## src/rtl/sdre_pkg.sv

```systemverilog
// sdre_pkg: shared constants and types for the signed radix digit emitter
// used by the top level and its port checker; no dependencies
`timescale 1ns / 1ps

package sdre_pkg;

    // opcode carried in tuser of the input stream
    localparam logic OP_LOAD    = 1'b0;
    localparam logic OP_CONVERT = 1'b1;

    // field widths fixed by the interface
    localparam int IDX_W     = 6;   // alphabet position
    localparam int SYM_W     = 8;   // symbol byte
    localparam int BASE_W    = 7;   // base_len register
    localparam int DIGIT_W   = 6;   // one digit index, below MAX_RADIX
    localparam int MAX_RADIX = 64;  // alphabet depth

    // quotient bits resolved per divider cycle
    localparam int DIV_STEPS = 4;

    typedef logic [SYM_W-1:0] t_char;

    localparam t_char CHAR_NUL   = 8'h00;
    localparam t_char CHAR_PLUS  = 8'h2B;
    localparam t_char CHAR_MINUS = 8'h2D;

endpackage

```

## src/rtl/sdre_ram.sv

```systemverilog
// sdre_ram: generic simple dual-port ram, one write port, one registered read port
// no package dependencies
`timescale 1ns / 1ps

module sdre_ram #(
    parameter int WIDTH = 8,
    parameter int DEPTH = 64
) (
    input  logic                     i_clk,
    input  logic                     i_wr_en,
    input  logic [$clog2(DEPTH)-1:0] i_wr_addr,
    input  logic [WIDTH-1:0]         i_wr_data,
    input  logic                     i_rd_en,
    input  logic [$clog2(DEPTH)-1:0] i_rd_addr,
    output logic [WIDTH-1:0]         o_rd_data
);

    logic [WIDTH-1:0] r_mem [DEPTH];
    logic [WIDTH-1:0] r_rd_data;

    always_ff @(posedge i_clk) begin
        if (i_wr_en) begin
            r_mem[i_wr_addr] <= i_wr_data;
        end
        if (i_rd_en) begin
            r_rd_data <= r_mem[i_rd_addr];
        end
    end

    assign o_rd_data = r_rd_data;

endmodule

```

## src/rtl/signed_radix_digit_emitter.sv

```systemverilog
// signed_radix_digit_emitter: top level, sequencer around the alphabet and digit memories
// depends on sdre_pkg and sdre_ram
`timescale 1ns / 1ps

// channel    | dir | signals                          | item contents
// -----------+-----+----------------------------------+---------------------------------------
// s (items)  | in  | i_s_tvalid o_s_tready i_s_tdata  | tuser: opcode; tdata: symbol_index,
//            |     | i_s_tuser                        |   symbol_char, number (low bits up)
// m (chars)  | out | o_m_tvalid i_m_tready o_m_tdata  | tdata: out_char; tlast: last
//            |     | o_m_tlast                        |
// cfg        | in  | i_cfg_valid o_cfg_ready          | i_cfg_data: base_len
//            |     | i_cfg_data                       |
//
// flow: a load item is written to the alphabet memory as it is accepted. a convert item
//   is dispatched on the alphabet verdict, then divided digit by digit (4 quotient bits a
//   cycle against the 7-bit radix), then each character goes through the digit stack read
//   and the alphabet read; a negative number first emits a minus sign.
// the alphabet check reads the alphabet memory once a cycle; its verdict is kept until
//   the next load or base_len write.
// reset clears base_len, the check verdict and the sequencer; memories are not cleared.
// the output register holds one character; the sequencer waits on it, and a new item
//   is accepted while the final character of the previous one is still waiting.

module signed_radix_digit_emitter #(
    parameter int NUMBER_WIDTH = 32
) (
    input  logic                        i_clk,
    input  logic                        i_rst_n,
    // input items
    input  logic                        i_s_tvalid,
    output logic                        o_s_tready,
    // tdata: symbol_index [5:0], symbol_char [13:6], number above, zero pad to bytes
    input  logic [((sdre_pkg::IDX_W + sdre_pkg::SYM_W + NUMBER_WIDTH + 7) / 8) * 8 - 1:0]
                                        i_s_tdata,
    // tuser: opcode
    input  logic                        i_s_tuser,
    // result characters
    output logic                        o_m_tvalid,
    input  logic                        i_m_tready,
    // tdata: out_char
    output logic [sdre_pkg::SYM_W-1:0]  o_m_tdata,
    output logic                        o_m_tlast,
    // base_len register write
    input  logic                        i_cfg_valid,
    output logic                        o_cfg_ready,
    input  logic [sdre_pkg::BASE_W-1:0] i_cfg_data
);

    localparam int NUM_LSB = sdre_pkg::IDX_W + sdre_pkg::SYM_W;
    // dividend padded to whole divider cycles
    localparam int QW      = ((NUMBER_WIDTH + sdre_pkg::DIV_STEPS - 1) / sdre_pkg::DIV_STEPS)
                             * sdre_pkg::DIV_STEPS;
    localparam int DIV_CYC = QW / sdre_pkg::DIV_STEPS;
    localparam int STEP_W  = (DIV_CYC > 1) ? $clog2(DIV_CYC) : 1;
    localparam int SP_W    = $clog2(NUMBER_WIDTH);       // digit stack address
    localparam int CNT_W   = $clog2(NUMBER_WIDTH + 1);   // digit count
    localparam int AA_W    = $clog2(sdre_pkg::MAX_RADIX); // alphabet address

    // sequencer states
    localparam logic [3:0] S_IDLE = 4'd0;  // take items
    localparam logic [3:0] S_CHK  = 4'd1;  // dispatch on alphabet verdict
    localparam logic [3:0] S_VI   = 4'd2;  // check symbol i, start pair scan
    localparam logic [3:0] S_VJ   = 4'd3;  // compare symbol j against symbol i
    localparam logic [3:0] S_SIGN = 4'd4;  // emit minus sign
    localparam logic [3:0] S_DIV  = 4'd5;  // divide quotient by radix
    localparam logic [3:0] S_ERS  = 4'd6;  // read digit stack
    localparam logic [3:0] S_ERA  = 4'd7;  // read alphabet at digit
    localparam logic [3:0] S_ELD  = 4'd8;  // load output register

    logic [3:0]                  r_state, n_state;
    logic [sdre_pkg::BASE_W-1:0] r_base, n_base;
    logic                        r_ok_valid, n_ok_valid;  // verdict is current
    logic                        r_ok, n_ok;
    logic                        r_neg, n_neg;
    logic [QW-1:0]               r_quot, n_quot;
    logic [sdre_pkg::DIGIT_W-1:0] r_rem, n_rem;
    logic [STEP_W-1:0]           r_step, n_step;
    logic [CNT_W-1:0]            r_ndig, n_ndig;
    logic [sdre_pkg::BASE_W-1:0] r_i, n_i;
    logic [sdre_pkg::BASE_W-1:0] r_j, n_j;
    sdre_pkg::t_char             r_ci, n_ci;
    logic                        r_out_valid;
    sdre_pkg::t_char             r_out_data;
    logic                        r_out_last;

    // memory ports
    logic                         w_a_wr_en, w_a_rd_en;
    logic [AA_W-1:0]              w_a_wr_addr, w_a_rd_addr;
    sdre_pkg::t_char              w_a_wr_data, w_a_rd_data;
    logic                         w_s_wr_en, w_s_rd_en;
    logic [SP_W-1:0]              w_s_wr_addr, w_s_rd_addr;
    logic [sdre_pkg::DIGIT_W-1:0] w_s_wr_data, w_s_rd_data;

    logic                          w_s_acc;
    logic                          w_cfg_acc;
    logic                          w_out_free;
    logic                          w_out_load;
    sdre_pkg::t_char               w_out_data;
    logic                          w_out_last;
    logic [sdre_pkg::IDX_W-1:0]    w_idx;
    sdre_pkg::t_char               w_sym;
    logic [NUMBER_WIDTH-1:0]       w_num;
    logic [NUMBER_WIDTH-1:0]       w_mag;
    logic [QW-1:0]                 w_dq;
    logic [sdre_pkg::DIGIT_W-1:0]  w_dr;
    logic [sdre_pkg::BASE_W-1:0]   w_i_inc, w_j_inc;
    logic [CNT_W-1:0]              w_ndig_dec;

    assign w_idx = i_s_tdata[sdre_pkg::IDX_W-1:0];
    assign w_sym = i_s_tdata[sdre_pkg::IDX_W +: sdre_pkg::SYM_W];
    assign w_num = i_s_tdata[NUM_LSB +: NUMBER_WIDTH];
    // the most negative value maps onto its unsigned magnitude
    assign w_mag = w_num[NUMBER_WIDTH-1] ? (~w_num + 1'b1) : w_num;

    assign o_s_tready  = (r_state == S_IDLE);
    assign o_cfg_ready = 1'b1;
    assign w_s_acc     = i_s_tvalid & o_s_tready;
    assign w_cfg_acc   = i_cfg_valid & o_cfg_ready;
    assign w_out_free  = ~r_out_valid | i_m_tready;

    assign w_i_inc    = r_i + 1'b1;
    assign w_j_inc    = r_j + 1'b1;
    assign w_ndig_dec = r_ndig - 1'b1;

    // restoring division, DIV_STEPS quotient bits per cycle; remainder stays below radix
    always_comb begin
        logic [sdre_pkg::DIGIT_W:0]   t;
        logic [QW-1:0]                q;
        logic [sdre_pkg::DIGIT_W-1:0] rm;
        q  = r_quot;
        rm = r_rem;
        for (int k = 0; k < sdre_pkg::DIV_STEPS; k++) begin
            t = {rm, q[QW-1]};
            q = {q[QW-2:0], 1'b0};
            if (t >= r_base) begin
                t    = t - r_base;
                q[0] = 1'b1;
            end
            rm = t[sdre_pkg::DIGIT_W-1:0];
        end
        w_dq = q;
        w_dr = rm;
    end

    // sequencer
    always_comb begin
        n_state    = r_state;
        n_base     = r_base;
        n_ok_valid = r_ok_valid;
        n_ok       = r_ok;
        n_neg      = r_neg;
        n_quot     = r_quot;
        n_rem      = r_rem;
        n_step     = r_step;
        n_ndig     = r_ndig;
        n_i        = r_i;
        n_j        = r_j;
        n_ci       = r_ci;

        w_a_wr_en   = 1'b0;
        w_a_wr_addr = w_idx;
        w_a_wr_data = w_sym;
        w_a_rd_en   = 1'b0;
        w_a_rd_addr = '0;
        w_s_wr_en   = 1'b0;
        w_s_wr_addr = r_ndig[SP_W-1:0];
        w_s_wr_data = w_dr;
        w_s_rd_en   = 1'b0;
        w_s_rd_addr = w_ndig_dec[SP_W-1:0];

        w_out_load = 1'b0;
        w_out_data = sdre_pkg::CHAR_MINUS;
        w_out_last = 1'b0;

        case (r_state)
            S_IDLE: begin
                if (w_s_acc) begin
                    if (i_s_tuser == sdre_pkg::OP_LOAD) begin
                        w_a_wr_en  = 1'b1;
                        n_ok_valid = 1'b0;
                    end else begin
                        n_neg   = w_num[NUMBER_WIDTH-1];
                        n_quot  = QW'(w_mag);
                        n_rem   = '0;
                        n_step  = '0;
                        n_ndig  = '0;
                        n_state = S_CHK;
                    end
                end
            end
            S_CHK: begin
                if (r_ok_valid) begin
                    if (!r_ok) begin
                        n_state = S_IDLE;
                    end else if (r_neg) begin
                        n_state = S_SIGN;
                    end else begin
                        n_state = S_DIV;
                    end
                end else if (r_base < sdre_pkg::BASE_W'(2) ||
                             r_base > sdre_pkg::BASE_W'(sdre_pkg::MAX_RADIX)) begin
                    n_ok_valid = 1'b1;
                    n_ok       = 1'b0;
                    n_state    = S_IDLE;
                end else begin
                    w_a_rd_en   = 1'b1;
                    w_a_rd_addr = '0;
                    n_i         = '0;
                    n_state     = S_VI;
                end
            end
            S_VI: begin
                n_ci = w_a_rd_data;
                if (w_a_rd_data inside {sdre_pkg::CHAR_NUL, sdre_pkg::CHAR_PLUS,
                                        sdre_pkg::CHAR_MINUS}) begin
                    n_ok_valid = 1'b1;
                    n_ok       = 1'b0;
                    n_state    = S_IDLE;
                end else if (w_i_inc < r_base) begin
                    w_a_rd_en   = 1'b1;
                    w_a_rd_addr = w_i_inc[AA_W-1:0];
                    n_j         = w_i_inc;
                    n_state     = S_VJ;
                end else begin
                    // last symbol passed, every pair already compared
                    n_ok_valid = 1'b1;
                    n_ok       = 1'b1;
                    n_state    = S_CHK;
                end
            end
            S_VJ: begin
                w_a_rd_en = 1'b1;
                if (w_a_rd_data == r_ci) begin
                    w_a_rd_en  = 1'b0;
                    n_ok_valid = 1'b1;
                    n_ok       = 1'b0;
                    n_state    = S_IDLE;
                end else if (w_j_inc < r_base) begin
                    w_a_rd_addr = w_j_inc[AA_W-1:0];
                    n_j         = w_j_inc;
                end else begin
                    w_a_rd_addr = w_i_inc[AA_W-1:0];
                    n_i         = w_i_inc;
                    n_state     = S_VI;
                end
            end
            S_SIGN: begin
                if (w_out_free) begin
                    w_out_load = 1'b1;
                    n_state    = S_DIV;
                end
            end
            S_DIV: begin
                n_quot = w_dq;
                n_rem  = w_dr;
                n_step = r_step + 1'b1;
                if (r_step == STEP_W'(DIV_CYC - 1)) begin
                    // digit done: push remainder, restart on the quotient
                    w_s_wr_en = 1'b1;
                    n_ndig    = r_ndig + 1'b1;
                    n_rem     = '0;
                    n_step    = '0;
                    if (w_dq == '0 || r_ndig == CNT_W'(NUMBER_WIDTH - 1)) begin
                        n_state = S_ERS;
                    end
                end
            end
            S_ERS: begin
                if (w_out_free) begin
                    w_s_rd_en = 1'b1;
                    n_ndig    = w_ndig_dec;
                    n_state   = S_ERA;
                end
            end
            S_ERA: begin
                w_a_rd_en   = 1'b1;
                w_a_rd_addr = w_s_rd_data;
                n_state     = S_ELD;
            end
            S_ELD: begin
                // output register is known empty since the stack read
                w_out_load = 1'b1;
                w_out_data = w_a_rd_data;
                w_out_last = (r_ndig == '0);
                n_state    = (r_ndig == '0) ? S_IDLE : S_ERS;
            end
            default: begin
                n_state = S_IDLE;
            end
        endcase

        if (w_cfg_acc) begin
            n_base     = i_cfg_data;
            n_ok_valid = 1'b0;
        end
    end

    always_ff @(posedge i_clk) begin
        if (!i_rst_n) begin
            r_state     <= S_IDLE;
            r_base      <= '0;
            r_ok_valid  <= 1'b0;
            r_ok        <= 1'b0;
            r_quot      <= '0;
            r_out_valid <= 1'b0;
        end else begin
            r_state    <= n_state;
            r_base     <= n_base;
            r_ok_valid <= n_ok_valid;
            r_ok       <= n_ok;
            r_quot     <= n_quot;
            if (w_out_load) begin
                r_out_valid <= 1'b1;
            end else if (i_m_tready) begin
                r_out_valid <= 1'b0;
            end
        end
    end

    // payload registers
    always_ff @(posedge i_clk) begin
        r_neg  <= n_neg;
        r_rem  <= n_rem;
        r_step <= n_step;
        r_ndig <= n_ndig;
        r_i    <= n_i;
        r_j    <= n_j;
        r_ci   <= n_ci;
        if (w_out_load) begin
            r_out_data <= w_out_data;
            r_out_last <= w_out_last;
        end
    end

    assign o_m_tvalid = r_out_valid;
    assign o_m_tdata  = r_out_data;
    assign o_m_tlast  = r_out_last;

    // alphabet symbols
    sdre_ram #(
        .WIDTH(sdre_pkg::SYM_W),
        .DEPTH(sdre_pkg::MAX_RADIX)
    ) u_alpha_ram (
        .i_clk     (i_clk),
        .i_wr_en   (w_a_wr_en),
        .i_wr_addr (w_a_wr_addr),
        .i_wr_data (w_a_wr_data),
        .i_rd_en   (w_a_rd_en),
        .i_rd_addr (w_a_rd_addr),
        .o_rd_data (w_a_rd_data)
    );

    // digit indices, least significant first
    sdre_ram #(
        .WIDTH(sdre_pkg::DIGIT_W),
        .DEPTH(NUMBER_WIDTH)
    ) u_stack_ram (
        .i_clk     (i_clk),
        .i_wr_en   (w_s_wr_en),
        .i_wr_addr (w_s_wr_addr),
        .i_wr_data (w_s_wr_data),
        .i_rd_en   (w_s_rd_en),
        .i_rd_addr (w_s_rd_addr),
        .o_rd_data (w_s_rd_data)
    );

endmodule

```

## config.mk

```make
export PLATFORM = sky130hd
export DESIGN_NAME = signed_radix_digit_emitter
export DESIGN_NICKNAME = d
export VERILOG_FILES = /design/src/rtl/sdre_pkg.sv /design/src/rtl/sdre_ram.sv /design/src/rtl/signed_radix_digit_emitter.sv
export SDC_FILE = /design/constraint.sdc
export NUM_CORES = 1
export LEC_CHECK = 0
export ABC_AREA = 1
export BUFFER_PORTS_ARGS = -buffer_cell sky130_fd_sc_hd__buf_2
export CORE_ASPECT_RATIO = 0.75
export CORE_MARGIN = 8
export CORE_UTILIZATION = 40
export CTS_BUF_LIST = sky130_fd_sc_hd__clkbuf_8
export CTS_CLUSTER_SIZE = 16
export DETAILED_ROUTE_END_ITERATION = 8
export GPL_ROUTABILITY_DRIVEN = 1
export PLACE_DENSITY = 0.66
export SYNTH_ARGS = -nofsm -noshare
export SYNTH_HDL_FRONTEND = slang
export SYNTH_HIERARCHICAL = 1
export SYNTH_SLANG_ARGS = --single-unit
```

## constraint.sdc

```tcl
create_clock -name i_clk -period 5.9 [get_ports i_clk]
set_clock_uncertainty 0.1 [all_clocks]
set_input_delay 0.885 -clock i_clk [delete_from_list [all_inputs] [get_ports i_clk]]
set_output_delay 0.885 -clock i_clk [all_outputs]
set_load 0.02 [all_outputs]
```

==> impl_metrics.yaml, run 1 <==
run:
  cap_violations: 0
yosys:
  syn_nets: 3698
  async_reset_ff_frac: 0
  ys_ff_latch: 811
  synth_area_mm2: 0.03693
  synth.avg_cell_area_um2: 10.30
  synthCells: 3585
  ys_warn_count: 6
  synth_cell_types: 53
  ys_top_cells_by_area: "edfxtp_1, nand2_1, nand3_1"
  synth_top_cell_area_share: 0.6221
  synthFlopType: "edfxtp_1"
  synth-edff-count: 765
  yosysSeqAreaShare: 0.6470
  synth_area_leader_cell: "edfxtp_1"
die:
  core_mm2: 0.09153
  pin_count: 73
  dieWidth_um: 366.9
  dieArea_mm2: 0.1024
  initial_core_util: 0.4035
  die_h_um: 279.1
  fp-row-count: 96
layout:
  fin_nets: 3777
  fillers: 8645
  areaGrowthSynthToFinish_pct: 10.49
  fin_util: 0.4458
  finalInstanceArea_mm2: 0.04080
  final_common_cell: "nand2_1"
  instances_no_fill: 4997
  mostFrequentLayoutCells: "nand2_1, edfxtp_1, nand3_1"
  drive_above_1_share: 0.09682
worst_setup_path:
  startpoint_type: "register"
  path_class: "register to register"
  max_stage_delay_ps: 450
  crit_required_ps: 6310
  worst_ep_arrival_time_ps: 5980
  path_max_fanout: 32
  cpMaxStageDelayCell: "edfxtp_1"
  path_common_cell: "nand2_1"
  endpoint_kind: "register"
clock_network:
  numCtsBuffers: 120
  clockRootBuffer: "clkbuf_8"
  clock-sinks: 811
  clk_latency_ps: 790
  clkTransAtPathRegs_ps: 60
  clockBufferDepth: 3
  htreeDepth: 3
  cts_tree: "built"
drt:
  via_count: 26085
  finalWirelength_um: 93080
  drt_iter0_markers: 2947
  dr.pass1.iters: 6
  wl_per_cell_um: 18.63
  via_per_inst: 5.220
  detail-route-antenna-nets: 0
  drc: 0
sta:
  layout_min_cycle_time_ps: 5568
  max_slew_margin: 0.2182
  finalCritPeriodShare: 0.9438
  finalHoldViolations: 0
  fin_setup_tns_ps: 0
  slew_viol_final: 0
  setup_viol: 0
  worst_slew_pin_slew_ps: 1171
  max_freq_mhz: 179.6
place:
  placed_area_mm2: 0.03831
  portBuffers: 69
  dp.cells: 4761
  gp_congestion: 0.8561
  dp_hpwl_um: 56260
global_routing:
  antenna_found_initial: 2
  overflow: 0
  grt_pass1_vias: 24275
  grt_pass1_wl_um: 142400
  track_usage: 0.1744
  grt_max_degree: 148
min_path:
  hp-class: "input pin to register"
power:
  vdd_ir_drop_max_mv: 1.663
  powerDensity_mw_per_mm2: 524.8
  p_leak_nw: 15.26
outcome:
  outcome: "completed"
## logic make-up after synthesis
| group | Yosys count | synth area share |
|---|---|---|
| AOI/OAI and AO/OA | 213 | 0.03324 |
| xor gates and xnor gates | 37 | 0.008775 |
| adders and majority gates | 52 | 0.01843 |
| buffers and inverters | 340 | 0.04770 |
| DFF | 811 | 0.6470 |
| other | 1 | 0.0001015 |
| and+or+nand+nor | 2131 | 0.2448 |
## Yosys cell counts (9+ instances only)
| library cell | number |
|---|---|
| buf_6 | 31 |
| inv_2 | 9 |
| nand4_1 | 18 |
| buf_1 | 14 |
| nor2_2 | 9 |
| nor3_1 | 16 |
| clkbuf_1 | 24 |
| o21ai_0 | 66 |
| edfxtp_1 | 765 |
| dfxtp_1 | 46 |
| buf_4 | 28 |
| xor2_1 | 25 |
| buf_2 | 75 |
| ha_1 | 48 |
| a21oi_1 | 95 |
| nor2_1 | 243 |
| nand2_1 | 1157 |
| nand3_1 | 654 |
| xnor2_1 | 12 |
| inv_1 | 150 |
## critical path, delay by kind of cell, from the launching register on
| family | cells | cell delay, ps |
|---|---|---|
| flops | 1 | 450 |
| simple gates | 20 | 2150 |
| compound gates | 2 | 330 |
| buf+inv | 9 | 1000 |
| fa+ha+maj | 4 | 1250 |
## area by class of cell
type,count,area [um2],share of cell area
antenna,2,5.005,0.0001227
clock buffer,126,1734,0.04250
clock inverter,102,579.3,0.01420
inverter,164,636.9,0.01561
multi-input combinational,2435,11490,0.2816
sequential,811,23890,0.5856
tap,1225,1533,0.03757
timing repair buffer,132,930.9,0.02282
## timing repair
item | in CTS | in global routing
gates resized for setup | 0 | 27
buffers inserted | 0 | 5
endpoints found under the hold margin | 0 | 0
hold buffers | 0 | 0
setup endpoints to repair | 0 | 200
## sequential cells by signal, indices dropped and copies added (netlist names), 3 cells and up
register and flops:
r_j 7, r_ndig 6, r_quot 32, u_stack_ram/o_rd_data 6, r_rem 6, u_alpha_ram/o_rd_data 8
o_m_tdata 8, r_ci 8, u_alpha_ram/r_mem 512, r_base 7, r_step 3, u_stack_ram/r_mem 192
r_i 7, r_state 4
## where the power goes
group,internal [mW],switching [mW]
Sequential,9.01,0.0909
Combinational,2.38,5.53
Clock,2.17,2.23
Total,13.6,7.85
## per-stage QoR
| step | setup WS (ps) | power, mW | hold slack (ps) |
|---|---|---|---|
| global route | -54.37 | 22.54 | 261.3 |
| detailed placement | 206.2 | 16.93 | 357.6 |
| global placement | 296.6 | 16.89 | 356.0 |
| finish | 331.5 | 21.41 | 295.9 |
| CTS | 210.3 | 21.32 | 219.8 |
| floorplan | 44.12 | 13.09 | 343.6 |
## worst paths after layout
path                 startpoint                        to  slack (ps)  cells past startpoint
setup / recovery       r_rem[5]  u_stack_ram/r_mem[31][1]         330                     35
hold / removal    i_cfg_data[6]                 r_base[6]         300                      3
setup reg to reg       r_rem[5]  u_stack_ram/r_mem[31][1]         330                     35
hold reg to reg      r_quot[29]                r_quot[29]         370                      2
## routing by layer
metal	wire [um]	up-vias	track usage
li1	-	12548	-
met1	42900	12335	0.2629
met2	39480	1072	0.2495
met3	9042	128	0.04511
met4	1575	2	0.04151
met5	83	-	0.006095
No activity file was read; power rests on OpenSTA's default activity.
==> run 2: changes to the inputs <==
Settings changed: CORE_MARGIN 8 to 2.
==> run 2 against run 1 <==
Sequential share of layout area decreased by 0.090 points. Critical path depth unchanged. First-iteration DRC count rose by 6.4%. Clock-buffer cell count fell by 2. Global-route usage grew 1.6 points. Register-to-register slack improved by 40 ps. Maximum frequency increased by 0.69%. Final cell count down 0.14%. Sequential power hardly changed. Non-clock buffer count is 13 higher. Critical path type unchanged. Largest cell class unchanged. Largest power group unchanged.
==> impl_metrics.yaml, run 2 (synthesized netlist as in run 1, its figures left out) <==
drt:
  drt_iter0_markers: 3135
  detail-route-antenna-nets: 0
  finalWirelength_um: 92140
  via_per_inst: 5.269
  drc: 0
  dr.pass1.iters: 6
  wl_per_cell_um: 18.47
  via_count: 26291
worst_setup_path:
  startpoint_type: "register"
  worst_ep_arrival_time_ps: 5930
  regToRegStartpoint: "r_rem[1]"
  cpMaxStageDelayCell: "edfxtp_1"
  path_class: "register to register"
  timing.rr.end: "u_stack_ram/r_mem[12][5]"
  crit_family: "simple AND/OR/NAND/NOR gates"
  regToRegSetupSlack_ps: 370
  critical_path_cell_count: 35
  cp-startpoint: "r_rem[1]"
  crit_end: "u_stack_ram/r_mem[12][5]"
  crit_required_ps: 6300
  path_common_cell: "nand2_1"
  max_stage_delay_ps: 460
  worst-path-buf-inv: 6
  ff2ff_path_depth: 35
  path_max_fanout: 16
  endpoint_kind: "register"
clock_network:
  clockRootBuffer: "clkbuf_8"
  cts_tree: "built"
  clock-sinks: 811
  htreeDepth: 3
  clockBufferDepth: 3
  numCtsBuffers: 120
  clkTransAtPathRegs_ps: 70
  clk_latency_ps: 780
power:
  p_leak_nw: 15.26
  powerDensity_mw_per_mm2: 533.2
  vdd_ir_drop_max_mv: 1.177
outcome:
  outcome: "completed"
layout:
  final_common_cell: "nand2_1"
  seqCellArea_mm2: 0.02389
  reg.largest.list: "u_alpha_ram/r_mem (512), u_stack_ram/r_mem (192), r_quot (32)"
  drive_above_1_share: 0.1020
  fillers: 8518
  regMostFlops: "u_alpha_ram/r_mem"
  areaGrowthSynthToFinish_pct: 10.66
  fin_nets: 3789
  largest_reg_flops: 512
  num_antenna_cells: 0
  mostFrequentLayoutCells: "nand2_1, edfxtp_1, nand3_1"
  multi_input_area_mm2: 0.01158
global_routing:
  track_usage: 0.1901
  overflow: 0
  grt_pass1_vias: 24547
  antenna_found_initial: 0
  grt_pass1_wl_um: 140300
  grt_max_degree: 144
sta:
  worst_slew_pin_slew_ps: 1127
  fin_setup_tns_ps: 0
  max_slew_margin: 0.2463
  slew_viol_final: 0
  rsz0062_at_grt: "no"
  layout_min_cycle_time_ps: 5530
  finalHoldViolations: 0
  setup_slack_ps: 369.5
  setup_viol: 0
  max_freq_mhz: 180.8
  finalCritPeriodShare: 0.9374
die:
  dieWidth_um: 354.9
  core_mm2: 0.09153
  die_h_um: 267.1
  dieArea_mm2: 0.09479
  pin_count: 73
  initial_core_util: 0.4035
  fp-row-count: 96
min_path:
  hp-class: "input pin to register"
  worstHoldStart: "i_cfg_data[5]"
run:
  cap_violations: 0
place:
  dp_hpwl_um: 56130
  portBuffers: 69
  pre_cts_slack_ps: 183.2
  gp_congestion: 0.8908
[run 2: cell types whose count changed in the layout (fill, tap and decap cells not counted), moves of 3 or more]
cell,delta
ha_4,+6
ha_1,-5
buf_4,+6
nand2_1,-5
buf_12,+4
clkinv_1,-10
bufinv_16,-3
nand2_2,+5
[run 2: how the worst min path moves through the flow]
stage	slack, ps	cells past startpoint	to
finish	310	3	r_base[5]
global route	290	3	r_base[5]
CTS	260	3	r_base[5]
detailed placement	360	2	r_quot[30]
global placement	360	2	r_quot[28]
floorplan	340	2	r_quot[28]
[run 2: worst reg2reg max path: cells and delay by family, from the launching register on]
kind	cells	cell delay, ps
and+or+nand+nor	16	1450
buffers and inverters	6	850
adders and majority gates	4	1100
xor gates and xnor gates	2	240
DFF	1	460
AOI/OAI and AO/OA	7	1060
[run 2: what timing repair did]
| action | in CTS | in global routing |
|---|---|---|
| endpoints found under the hold margin | 0 | 0 |
| setup buffers | 0 | 8 |
| gates resized for setup | 0 | 44 |
| endpoints found under the setup margin | 0 | 201 |
| hold buffers | 0 | 0 |
[run 2: layer usage]
layer	global-route usage	vias to the layer above	wire (um)	share of wire
met1	0.2839	12500	42130	0.46
met2	0.2774	1102	39290	0.43
met3	0.04129	147	8734	0.095
met4	0.05360	0	1989	0.022
met5	0	-	0	0
li1	-	12542	-	-
[run 2: stage by stage]
| step | util | area, um2 | hold slack, ps | total power [mW] | std cells |
|---|---|---|---|---|---|
| 2_1_floorplan | - | 36940 | 343.6 | 13.09 | 3585 |
| 3_3_place_gp | 0.4198 | 38420 | 355.5 | 16.93 | 4770 |
| 3_5_place_dp | 0.4198 | 38420 | 358.3 | 17.08 | 4770 |
| 4_1_cts | 0.4430 | 40550 | 257.6 | 21.18 | 4981 |
| 5_1_grt | 0.4465 | 40860 | 292.1 | 22.93 | 4990 |
| 6_report | 0.4465 | 40860 | 311.3 | 21.79 | 4990 |
[run 2: where the power goes]
| part | leakage [nW] | total (mW) | switching, mW | internal, mW |
|---|---|---|---|---|
| Combinational | 6.72 | 8.55 | 5.73 | 2.82 |
| Sequential | 7.28 | 9.10 | 0.0910 | 9.01 |
| Clock | 1.26 | 4.13 | 2.14 | 1.99 |
[run 2: area by class of cell]
class | instances | area share
Sequential cell | 811 | 0.5847
Multi-Input combinational cell | 2434 | 0.2833
Clock buffer | 124 | 0.04176
Tap cell | 1225 | 0.03751
Timing Repair Buffer | 145 | 0.02701
Inverter | 164 | 0.01546
Clock inverter | 87 | 0.01023
